**src/rtl/gamepad_report_unpacker_core_defines.svh**
```systemverilog
// assertion macros for the report unpacker rtl
`ifndef GAMEPAD_REPORT_UNPACKER_CORE_DEFINES_SVH
`define GAMEPAD_REPORT_UNPACKER_CORE_DEFINES_SVH

// condition implies consequence in the same cycle
`define GRU_ASSERT_IMPLY(label, clk, rst_n, cond, cons) \
  label: assert property (@(posedge clk) disable iff (!rst_n) (cond) |-> (cons)) \
    else $error("report unpacker check failed");

// condition implies consequence in the next cycle
`define GRU_ASSERT_NEXT(label, clk, rst_n, cond, cons) \
  label: assert property (@(posedge clk) disable iff (!rst_n) (cond) |=> (cons)) \
    else $error("report unpacker check failed");

`endif

```
**src/rtl/gru_pkg.sv**
```systemverilog
// shared types, result kind codes and axis normalization for the report unpacker
package gru_pkg;

  // result kind codes
  localparam logic [1:0] KIND_HEADER = 2'd0;
  localparam logic [1:0] KIND_AXIS   = 2'd1;
  localparam logic [1:0] KIND_BUTTON = 2'd2;
  localparam logic [1:0] KIND_DPAD   = 2'd3;

  // results still owed for one report byte
  typedef struct packed {
    logic [1:0]         kind;
    logic [7:0]         index;
    logic [3:0]         count;
    logic [7:0]         data;
    logic signed [17:0] value;
    logic [7:0]         cid;
    logic               done;
  } run_t;

  // signed 16-bit axis to q.16: negative as v*2, positive as round(v*65536/32767)
  // v*65536 = 2*32767*v + 2v, so the quotient is 2v plus a 0..2 correction
  function automatic logic signed [17:0] axis_norm(input logic [15:0] raw);
    logic [17:0] x;
    logic [1:0]  extra;
    logic [17:0] res;
    x     = {1'b0, raw, 1'b0} + 18'd16383;
    extra = 2'({1'b0, (x >= 18'd32767)} + {1'b0, (x >= 18'd65534)});
    if (raw[15] || (raw == 16'd0)) begin
      res = {raw[15], raw, 1'b0};
    end else begin
      res = {1'b0, raw, 1'b0} + {16'd0, extra};
    end
    return signed'(res);
  endfunction

endpackage

```
**src/rtl/gru_parse.sv**
```systemverilog
// report position tracking and per-byte result run decode
module gru_parse import gru_pkg::*; (
  input  logic       clk_i,
  input  logic       rst_ni,
  input  logic       accept_i,
  input  logic [7:0] byte_value_i,
  input  logic       start_of_packet_i,
  output run_t       run_o
);

  logic [9:0] pos_q, pos_d;
  logic [7:0] cid_q, cid_d;
  logic [7:0] axis_total_q, axis_total_d;
  logic [7:0] button_total_q, button_total_d;
  logic [7:0] dpad_total_q, dpad_total_d;
  logic [7:0] axis_hi_q, axis_hi_d;
  logic       finished_q, finished_d;

  logic [9:0] axes_end, buttons_end, report_end, pos_inc, rel, grp_btn, grp_dpad;
  logic [8:0] btn_sum, dpad_sum;
  logic [7:0] dpad_eff, base_btn, base_dpad, left_btn, left_dpad;
  logic       ends_here;
  run_t       run;

  // section boundaries of the report
  always_comb begin
    dpad_eff    = (pos_q == 10'd3) ? byte_value_i : dpad_total_q;
    btn_sum     = {1'b0, button_total_q} + 9'd7;
    dpad_sum    = {1'b0, dpad_eff} + 9'd1;
    axes_end    = 10'd4 + {1'b0, axis_total_q, 1'b0};
    buttons_end = axes_end + {4'd0, btn_sum[8:3]};
    report_end  = buttons_end + {2'd0, dpad_sum[8:1]};
    pos_inc     = pos_q + 10'd1;
    rel         = pos_q - 10'd4;
    grp_btn     = pos_q - axes_end;
    grp_dpad    = pos_q - buttons_end;
    base_btn    = {grp_btn[4:0], 3'b000};
    base_dpad   = {grp_dpad[6:0], 1'b0};
    left_btn    = button_total_q - base_btn;
    left_dpad   = dpad_total_q - base_dpad;
    ends_here   = (pos_q >= 10'd3) && (pos_inc >= report_end);
  end

  // decode one byte into state updates and a result run
  always_comb begin
    pos_d          = pos_q;
    cid_d          = cid_q;
    axis_total_d   = axis_total_q;
    button_total_d = button_total_q;
    dpad_total_d   = dpad_total_q;
    axis_hi_d      = axis_hi_q;
    finished_d     = finished_q;
    run            = '0;
    run.cid        = cid_q;
    run.data       = byte_value_i;
    if (start_of_packet_i) begin
      cid_d      = byte_value_i;
      pos_d      = 10'd1;
      finished_d = 1'b0;
    end else if (!finished_q) begin
      if (pos_q == 10'd1) begin
        axis_total_d = byte_value_i;
      end else if (pos_q == 10'd2) begin
        button_total_d = byte_value_i;
      end else if (pos_q == 10'd3) begin
        dpad_total_d = byte_value_i;
        run.kind     = KIND_HEADER;
        run.count    = 4'd1;
      end else if (pos_q < axes_end) begin
        if (!rel[0]) begin
          axis_hi_d = byte_value_i;
        end else begin
          run.kind  = KIND_AXIS;
          run.index = rel[8:1];
          run.count = 4'd1;
          run.value = axis_norm({axis_hi_q, byte_value_i});
        end
      end else if (pos_q < buttons_end) begin
        run.kind  = KIND_BUTTON;
        run.index = base_btn;
        run.count = (left_btn > 8'd8) ? 4'd8 : left_btn[3:0];
      end else begin
        run.kind  = KIND_DPAD;
        run.index = base_dpad;
        run.count = (left_dpad > 8'd1) ? 4'd2 : 4'd1;
      end
      pos_d = pos_inc;
      if (ends_here) begin
        finished_d = 1'b1;
        run.done   = 1'b1;
      end
    end
  end

  assign run_o = run;

  // report state
  always_ff @(posedge clk_i or negedge rst_ni) begin
    if (!rst_ni) begin
      pos_q          <= '0;
      cid_q          <= '0;
      axis_total_q   <= '0;
      button_total_q <= '0;
      dpad_total_q   <= '0;
      axis_hi_q      <= '0;
      finished_q     <= 1'b1;
    end else if (accept_i) begin
      pos_q          <= pos_d;
      cid_q          <= cid_d;
      axis_total_q   <= axis_total_d;
      button_total_q <= button_total_d;
      dpad_total_q   <= dpad_total_d;
      axis_hi_q      <= axis_hi_d;
      finished_q     <= finished_d;
    end
  end

endmodule

```
**src/rtl/gamepad_report_unpacker_core.sv**
```systemverilog
// top level of the controller report unpacker: byte decode, result run and output register
// each result of a byte passes through the pending run register, then the output register
// throughput: one result per cycle while out_stall_i is low; the input stalls while a byte's
//   results (up to eight for a button byte) are still owed to the single output register
// a byte that gives no result leaves nothing pending; a byte is taken while the previous result waits
// reset: asynchronous, active low; the block then ignores bytes until a start byte arrives
`include "gamepad_report_unpacker_core_defines.svh"

module gamepad_report_unpacker_core import gru_pkg::*; (
  input  logic               clk_i,
  input  logic               rst_ni,
  input  logic               in_valid_i,
  output logic               in_stall_o,
  input  logic [7:0]         byte_value_i,
  input  logic               start_of_packet_i,
  output logic               out_valid_o,
  input  logic               out_stall_i,
  output logic [1:0]         kind_o,
  output logic [7:0]         index_o,
  output logic signed [17:0] value_o,
  output logic [7:0]         controller_id_o,
  output logic               last_of_run_o,
  output logic               packet_done_o
);

  run_t               new_run;
  run_t               run_q, run_d;
  logic               in_xfer, out_load;
  logic               out_valid_q;
  logic [1:0]         kind_q;
  logic [7:0]         index_q, cid_q;
  logic signed [17:0] value_q, value_d;
  logic               last_q, done_q;

  gru_parse u_parse (
    .clk_i             (clk_i),
    .rst_ni            (rst_ni),
    .accept_i          (in_xfer),
    .byte_value_i      (byte_value_i),
    .start_of_packet_i (start_of_packet_i),
    .run_o             (new_run)
  );

  // handshake: a byte is taken once the pending run is empty or hands over its last result
  assign out_load   = (run_q.count != 4'd0) && (!out_valid_q || !out_stall_i);
  assign in_stall_o = (run_q.count > 4'd1) || ((run_q.count == 4'd1) && !out_load);
  assign in_xfer    = in_valid_i && !in_stall_o;

  // value of the result at the head of the run
  always_comb begin
    case (run_q.kind)
      KIND_BUTTON: value_d = signed'({17'd0, run_q.data[7]});
      KIND_DPAD:   value_d = signed'({14'd0, run_q.data[7:4]});
      default:     value_d = run_q.value;
    endcase
  end

  // next run: a new byte's run, or the current one advanced by one result
  always_comb begin
    run_d = run_q;
    if (in_xfer) begin
      run_d = new_run;
    end else if (out_load) begin
      run_d.count = run_q.count - 4'd1;
      run_d.index = run_q.index + 8'd1;
      run_d.data  = (run_q.kind == KIND_DPAD) ? {run_q.data[3:0], 4'd0}
                                              : {run_q.data[6:0], 1'b0};
    end
  end

  // pending run register
  always_ff @(posedge clk_i or negedge rst_ni) begin
    if (!rst_ni) begin
      run_q <= '0;
    end else begin
      run_q <= run_d;
    end
  end

  // output valid
  always_ff @(posedge clk_i or negedge rst_ni) begin
    if (!rst_ni) begin
      out_valid_q <= 1'b0;
    end else if (out_load) begin
      out_valid_q <= 1'b1;
    end else if (!out_stall_i) begin
      out_valid_q <= 1'b0;
    end
  end

  // output payload
  always_ff @(posedge clk_i) begin
    if (out_load) begin
      kind_q  <= run_q.kind;
      index_q <= run_q.index;
      value_q <= value_d;
      cid_q   <= run_q.cid;
      last_q  <= (run_q.count == 4'd1);
      done_q  <= run_q.done && (run_q.count == 4'd1);
    end
  end

  assign out_valid_o     = out_valid_q;
  assign kind_o          = kind_q;
  assign index_o         = index_q;
  assign value_o         = value_q;
  assign controller_id_o = cid_q;
  assign last_of_run_o   = last_q;
  assign packet_done_o   = done_q;

  // checks
  `GRU_ASSERT_IMPLY(a_run_bounded, clk_i, rst_ni, 1'b1, run_q.count <= 4'd8)
  `GRU_ASSERT_IMPLY(a_xfer_run_free, clk_i, rst_ni, in_xfer, run_q.count <= 4'd1)
  `GRU_ASSERT_NEXT(a_load_shows, clk_i, rst_ni, out_load, out_valid_q)
  `GRU_ASSERT_IMPLY(a_done_is_last, clk_i, rst_ni, out_valid_q && done_q, last_q)

endmodule

```
**config.mk**
```make
export PLATFORM = sky130hd
export DESIGN_NAME = gamepad_report_unpacker_core
export DESIGN_NICKNAME = d
export VERILOG_FILES = /design/src/rtl/gru_pkg.sv /design/src/rtl/gru_parse.sv /design/src/rtl/gamepad_report_unpacker_core.sv
export VERILOG_INCLUDE_DIRS = /design/src /design/src/rtl
export SDC_FILE = /design/constraint.sdc
export NUM_CORES = 1
export LEC_CHECK = 0
export ABC_CLOCK_PERIOD_IN_PS = 5350
export BUFFER_PORTS_ARGS = -buffer_cell sky130_fd_sc_hd__buf_2
export CAP_MARGIN = 20
export CORE_UTILIZATION = 55
export DETAILED_ROUTE_END_ITERATION = 6
export PLACE_DENSITY = 0.84
export SYNTH_ARGS = -nofsm -noshare
export SYNTH_HDL_FRONTEND = slang
export SYNTH_SLANG_ARGS = --single-unit
```
**constraint.sdc**
```tcl
create_clock -name clk_i -period 5.35 [get_ports clk_i]
set_input_delay 0.535 -clock clk_i [delete_from_list [all_inputs] [get_ports clk_i]]
set_output_delay 0.535 -clock clk_i [all_outputs]
set_load 0.05 [all_outputs]
```
# After elaboration in Yosys (flattened, before gate mapping)

Index checks and enable logic that the tools add are counted.

Flip-flop bits (word level): 139
Input port bits: 13
Word-level logic and storage cells: 115

Add/sub/neg operators: 16
Order comparisons: 9
Eq/ne operators: 8
Multiplexer cells: 34
Bitwise operators: 6
Reductions and logical operators: 21

Operators with widths:

| cell                                                                                   | number |
|---|---|
| 18-bit 2-to-1 mux                                                                      | 8 |
| 14-bit 2-to-1 mux                                                                      | 5 |
| 20-bit 2-to-1 mux                                                                      | 2 |
| 18-bit case mux with 2 select lines                                                    | 1 |
| 13-bit 2-to-1 mux                                                                      | 2 |
| 8-bit 2-to-1 mux                                                                       | 3 |
| 10-bit by 2-bit equality test with 1-bit output (second input constant)                | 2 |
| 10-bit less-than comparator                                                            | 2 |
| 10-bit 2-to-1 mux                                                                      | 2 |
| 17-bit by 14-bit adder with 18-bit output (second input constant)                      | 1 |
| 17-bit by 2-bit adder with 18-bit output                                               | 1 |
| 18-bit by 15-bit greater-or-equal comparator with 1-bit output (second input constant) | 1 |
| 18-bit by 16-bit greater-or-equal comparator with 1-bit output (second input constant) | 1 |
| 16-bit logical NOT                                                                     | 1 |
| 8-bit subtractor                                                                       | 2 |
| 10-bit by 1-bit adder with 10-bit output (second input constant)                       | 1 |
| 10-bit by 6-bit adder with 10-bit output                                               | 1 |
| 10-bit by 8-bit adder with 10-bit output                                               | 1 |
| 3-bit by 9-bit adder with 10-bit output (first input constant)                         | 1 |
| 10-bit by 1-bit equality test with 1-bit output (second input constant)                | 1 |
| 10-bit greater-or-equal comparator                                                     | 1 |
| 10-bit by 2-bit greater-or-equal comparator with 1-bit output (second input constant)  | 1 |
| 5-bit AND reduction                                                                    | 2 |
| 8-bit by 1-bit adder with 9-bit output (second input constant)                         | 1 |
| 26 further kinds                                                                       | 50 |

# Logic depth before layout (Yosys ltp)

Word-level depth: 14
Gate-level depth with buffers: 23

# By module

From an unflattened synthesis, not the netlist that was laid out.

Cells, all modules: 918
Area total of the unflattened synthesis: 9,253.9 µm²

By module, submodules not included:

| module                       | times used | cells each | area each (µm²) | seq. area each (µm²) |
|---|---|---|---|---|
| gru_parse                    | 1          | 670        | 5,615.4         | 1,277.5 |
| gamepad_report_unpacker_core | 1          | 248        | 3,638.5         | 2,392.3 |

# Least setup slack after synthesis

Ideal clock, no wire load.

Path kind: register to register
Start: register u_parse.pos_q[3]
End: register u_parse.finished_q
Data arrival time: 4.445 ns
Setup slack: 0.828 ns
Cell stages (with the launch flop): 23
Period minus slack after synthesis: 4.522 ns
Cells stage by stage: dfrtp_1 -> clkbuf_1 -> inv_1 -> ha_1 -> nor3b_4 -> nand4_2 -> o21ai_0 -> ha_1 -> ha_1 -> inv_1 -> fa_1 -> inv_1 -> a21o_1 -> maj3_1 -> maj3_2 -> a21oi_2 -> nor2_1 -> a311oi_1 -> ha_1 -> o211a_1 -> o211ai_1 -> a21oi_1 -> o21a_1

Cells in the longest elaborated chain, start to end: 9
Elaborated cells between the ends (all ways): 11
Those cells by class: add/sub: 3; order compare: 2; eq/ne: 1; mux: 4; reduce/logical: 1

RTL lines:

| item                                            | line             | text |
|---|---|---|
| from (decl)                                     | gru_parse.sv:11  | `logic [9:0] pos_q, pos_d;` |
| from (signal assigned)                          | gru_parse.sv:108 | `pos_q <= pos_d;` |
| 10-bit by 2-bit equality test with 1-bit output | gru_parse.sv:27  | `dpad_eff = (pos_q == 10'd3) ? byte_value_i : dpad_total_q;` |
| 8-bit 2-to-1 mux                                | --               |  |
| net u_parse.dpad_eff[1]                         | gru_parse.sv:21  | `logic [7:0] dpad_eff, base_btn, base_dpad, left_btn, left_dpad;` |
| 8-bit by 1-bit adder with 9-bit output          | gru_parse.sv:29  | `dpad_sum = {1'b0, dpad_eff} + 9'd1;` |
| 10-bit by 8-bit adder with 10-bit output        | gru_parse.sv:32  | `report_end = buttons_end + {2'd0, dpad_sum[8:1]};` |
| 10-bit greater-or-equal comparator              | gru_parse.sv:41  | `ends_here = (pos_q >= 10'd3) && (pos_inc >= report_end);` |
| 1-bit logical AND                               | gru_parse.sv:41  |  |
| 1-bit 2-to-1 mux                                | gru_parse.sv:88  | `if (ends_here) begin` |
| 1-bit 2-to-1 mux                                | gru_parse.sv:60  | `end else if (!finished_q) begin` |
| 1-bit 2-to-1 mux                                | gru_parse.sv:56  | `if (start_of_packet_i) begin` |
| to (signal assigned)                            | gru_parse.sv:114 | `finished_q <= finished_d;` |
| to (decl)                                       | gru_parse.sv:17  | `logic finished_q, finished_d;` |

The timed path passes the listed nets, and every way through them passes these cells.
A chain may end at the register's enable or synchronous reset.

# Final worst setup path

Start: register u_parse.pos_q[2]
End: register u_parse.finished_q

Same word-level chain as after synthesis.

==> impl_metrics.json <==
{
  "ctsRootBufferMaster": "clkbuf_16",
  "drt-total-wl_mm": 22.3,
  "worstSkewPairLatency_ps": 430,
  "final.setup.worst_slack_ps": 367,
  "grtUsageMet2_pct": 44.1,
  "period_needed_ps": 4980,
  "r2r_end": "u_parse.finished_q",
  "fp.dieH_um": 130,
  "vias": 7445,
  "avgSynthCellArea_um2": 9.57,
  "synth_flop_cell": "dfrtp_1",
  "worst_ep_required_time_ps": 5710,
  "dieArea_um2": 16900,
  "clock-skew-final_ps": 8.97,
  "dpl.hpwl_mm": 15.8,
  "fmax_ghz": 0.201,
  "worst-r2r-cell-count": 21,
  "crit_arrival_ps": 5350,
  "grtUsageTotal_pct": 28.0,
  "drt-initial-drc-count": 702,
  "diodes": 0,
  "multiInputGateArea_um2": 5000,
  "hold_viol_final": 0,
  "cts_tree": "yes",
  "max_slew_margin_pct": 31.5,
  "syn_to_final_growth_pct": 11.3,
  "met1_usage_pct": 38.0,
  "rsz0062_at_grt": "no",
  "synth_area_um2": 9020,
  "wl_per_cell_um": 18.4,
  "dieWidth_um": 130,
  "cts.sinks": 139,
  "final_cell_area_um2": 10000,
  "total_leakage_power_nw": 4.45,
  "synth-warning-count": 0,
  "syn_nets": 1025,
  "num_rows": 46,
  "dp_slack_ps": 375,
  "power.density_nw_per_um2": 428,
  "hold_class": "in2async",
  "path_class": "reg2reg",
  "tightest_slew_ps": 1030,
  "start_util_pct": 56.6,
  "cp-start-kind": "flip-flop",
  "yosys.cell_types.count": 78,
  "post-cts-setup-buffers": 0,
  "grt_max_degree": 56,
  "grt_overflow": 0,
  "setup_viol": 0,
  "portBuffers": 52,
  "final.setup.tns_ps": 0,
  "ys_ff_latch": 139,
  "cap_violations": 0,
  "place.gp.congestion": 0.993,
  "path_max_fanout": 9,
  "route.detailed.drc": 0,
  "io_pins": 53,
  "r2r_start": "u_parse.pos_q[2]",
  "fin_nets": 1065,
  "status": "completed",
  "n_fill_cell": 1243,
  "grt_pass1_wl_mm": 36.1,
  "final_min_period_over_clock_period_pct": 93.1,
  "cp-end-kind": "flip-flop",
  "synthCells": 942,
  "seq_area_um2": 3670,
  "slew_viol_final": 0,
  "grt_busiest_layer": "met2",
  "ant_nets": 0,
  "synth_edf_count": 38,
  "dr.pass1.iters": 5,
  "numCtsBuffers": 17,
  "drive_gt1_share_pct": 14.5,
  "drt-vias-per-instance": 6.15,
  "grt_pass1_vias": 6949,
  "clockBufferDepth": 2,
  "place_area_um2": 9470,
  "htreeDepth": 4,
  "ys_async_sr_fraction_pct": 72.7,
  "met3_usage_pct": 5.21,
  "antenna_found_initial": 0,
  "clkSlewWorstSetupHoldPaths_ps": 60,
  "yosysSeqAreaShare_pct": 40.7,
  "r2r_slack_ps": 370,
  "core_area_um2": 15900,
  "ir_drop_mv": 0.352,
  "holdWs_ps": 135
}
## Yosys cell counts, types with 10 or more instances
cell	instances	area, um2
nor3_1	17	85.1
nor2b_1	25	156
ha_1	64	801
inv_1	44	165
dfrtp_1	100	2500
nand3_1	46	230
nand2_1	108	405
mux2_2	31	349
o21ai_0	63	315
xor2_1	35	307
edfxtp_1	38	1140
a21oi_1	44	220
and3_1	12	75.1
a21o_1	11	82.6
nand4_1	10	62.6
xnor2_1	46	403
nor2_1	57	214
clkbuf_1	32	120
## per-stage QoR
step                total power, mW  instances  util (%)
detailed placement             3.14       1179      59.4
global placement               3.10       1179      59.4
finish                         4.29       1211      62.9
global route                   4.53       1211      62.9
floorplan                      2.74        942         -
CTS                            4.28       1211      62.9
## cells by family after synthesis
logic type / Yosys count / synth area share (%)
AO/OA/AOI/OAI: 202 / 14.6
flip-flops: 139 / 40.7
XOR/XNOR: 82 / 8.12
buffers and inverters: 89 / 3.91
adder cells (fa/ha/maj): 76 / 10.9
AND/OR/NAND/NOR: 316 / 17.1
multiplexers: 38 / 4.65
## power by group
| part | switching, mW | internal, mW |
|---|---|---|
| Sequential | 0.224 | 1.39 |
| Clock | 0.480 | 0.652 |
| Combinational | 1.03 | 0.522 |
| Total | 1.73 | 2.56 |
## routing by layer
layer  share of wire [%]  wire (um)
met5                   0          0
met4                 2.4        540
met3                 7.2       1610
met1                  44       9760
met2                  47      10400
## cell type report
cell class              instances  area share [%]
inverters                      45            1.68
clock buffers                  21            4.81
multi-input cells             714            49.8
repair buffers                 65            3.59
clock inverters                11           0.810
flip-flops and latches        139            36.6
well taps                     216            2.69
## repair_timing
| item | in CTS | in global routing |
|---|---|---|
| endpoints found under the setup margin | 0 | 2 |
| hold buffers | 0 | 0 |
| gates resized for setup | 0 | 2 |
| endpoints found under the hold margin | 0 | 0 |
## flip-flops by register name, summed over array words and instances, names as in the netlist, 2 cells and up
register and count:
run_q 49, u_parse.cid_q 8, u_parse.button_total_q 8, kind_o 2, value_o 18, index_o 8
u_parse.dpad_total_q 8, controller_id_o 8, u_parse.pos_q 10, u_parse.axis_total_q 8, u_parse.axis_hi_q 8
## worst max-delay path by stage
stage	start	end	slack [ps]	depth (start not counted)
2_1_floorplan	u_parse.pos_q[3]	u_parse.finished_q	830	22
3_3_place_gp	u_parse.pos_q[2]	u_parse.finished_q	560	21
3_5_place_dp	u_parse.pos_q[2]	u_parse.finished_q	380	21
4_1_cts	u_parse.pos_q[2]	u_parse.finished_q	350	21
5_1_grt	u_parse.pos_q[2]	u_parse.finished_q	7	22
6_report	u_parse.pos_q[2]	u_parse.finished_q	370	21
## layout by cell type (no fill, tap or decap), drive strengths merged, types with 5 or more instances in the layout
| cell type | synthesis | routed |
|---|---|---|
| nand2 | 108 | 108 |
| dfrtp | 100 | 100 |
| buf | 12 | 65 |
| ha | 64 | 64 |
| o21ai | 64 | 64 |
| nor2 | 58 | 58 |
| inv | 44 | 49 |
| xnor2 | 46 | 46 |
| nand3 | 46 | 46 |
| a21oi | 45 | 45 |
| edfxtp | 38 | 38 |
| xor2 | 35 | 35 |
| mux2 | 31 | 31 |
| nor2b | 25 | 25 |
| clkbuf | 32 | 21 |
| nor3 | 18 | 18 |
| and3 | 12 | 12 |
| a21o | 11 | 11 |
| nand4 | 11 | 11 |
| a31oi | 9 | 9 |
| and2 | 8 | 8 |
| o22ai | 8 | 8 |
| mux2i | 7 | 7 |
| nor3b | 7 | 7 |
| a22o | 6 | 6 |
| fa | 6 | 6 |
| a41oi | 6 | 6 |
| maj3 | 6 | 6 |
| nand2b | 5 | 5 |
| a32o | 5 | 5 |
| a211oi | 5 | 5 |
## critical path, cell delays in order, from the launching register on
cell and delay [ps]:
dfrtp_1 510, inv_1 220, ha_1 220, nor3b_4 300, nand4_2 290, o21ai_1 270
ha_1 270, ha_1 220, inv_1 80, fa_1 210, inv_1 50, a21o_1 170
maj3_1 390, maj3_2 330, a21oi_2 210, nor2_1 60, a311oi_1 300, ha_1 280
o211a_1 110, o211ai_1 110, a21oi_1 100, o21a_1 210
(Power assumes the default switching activity.)
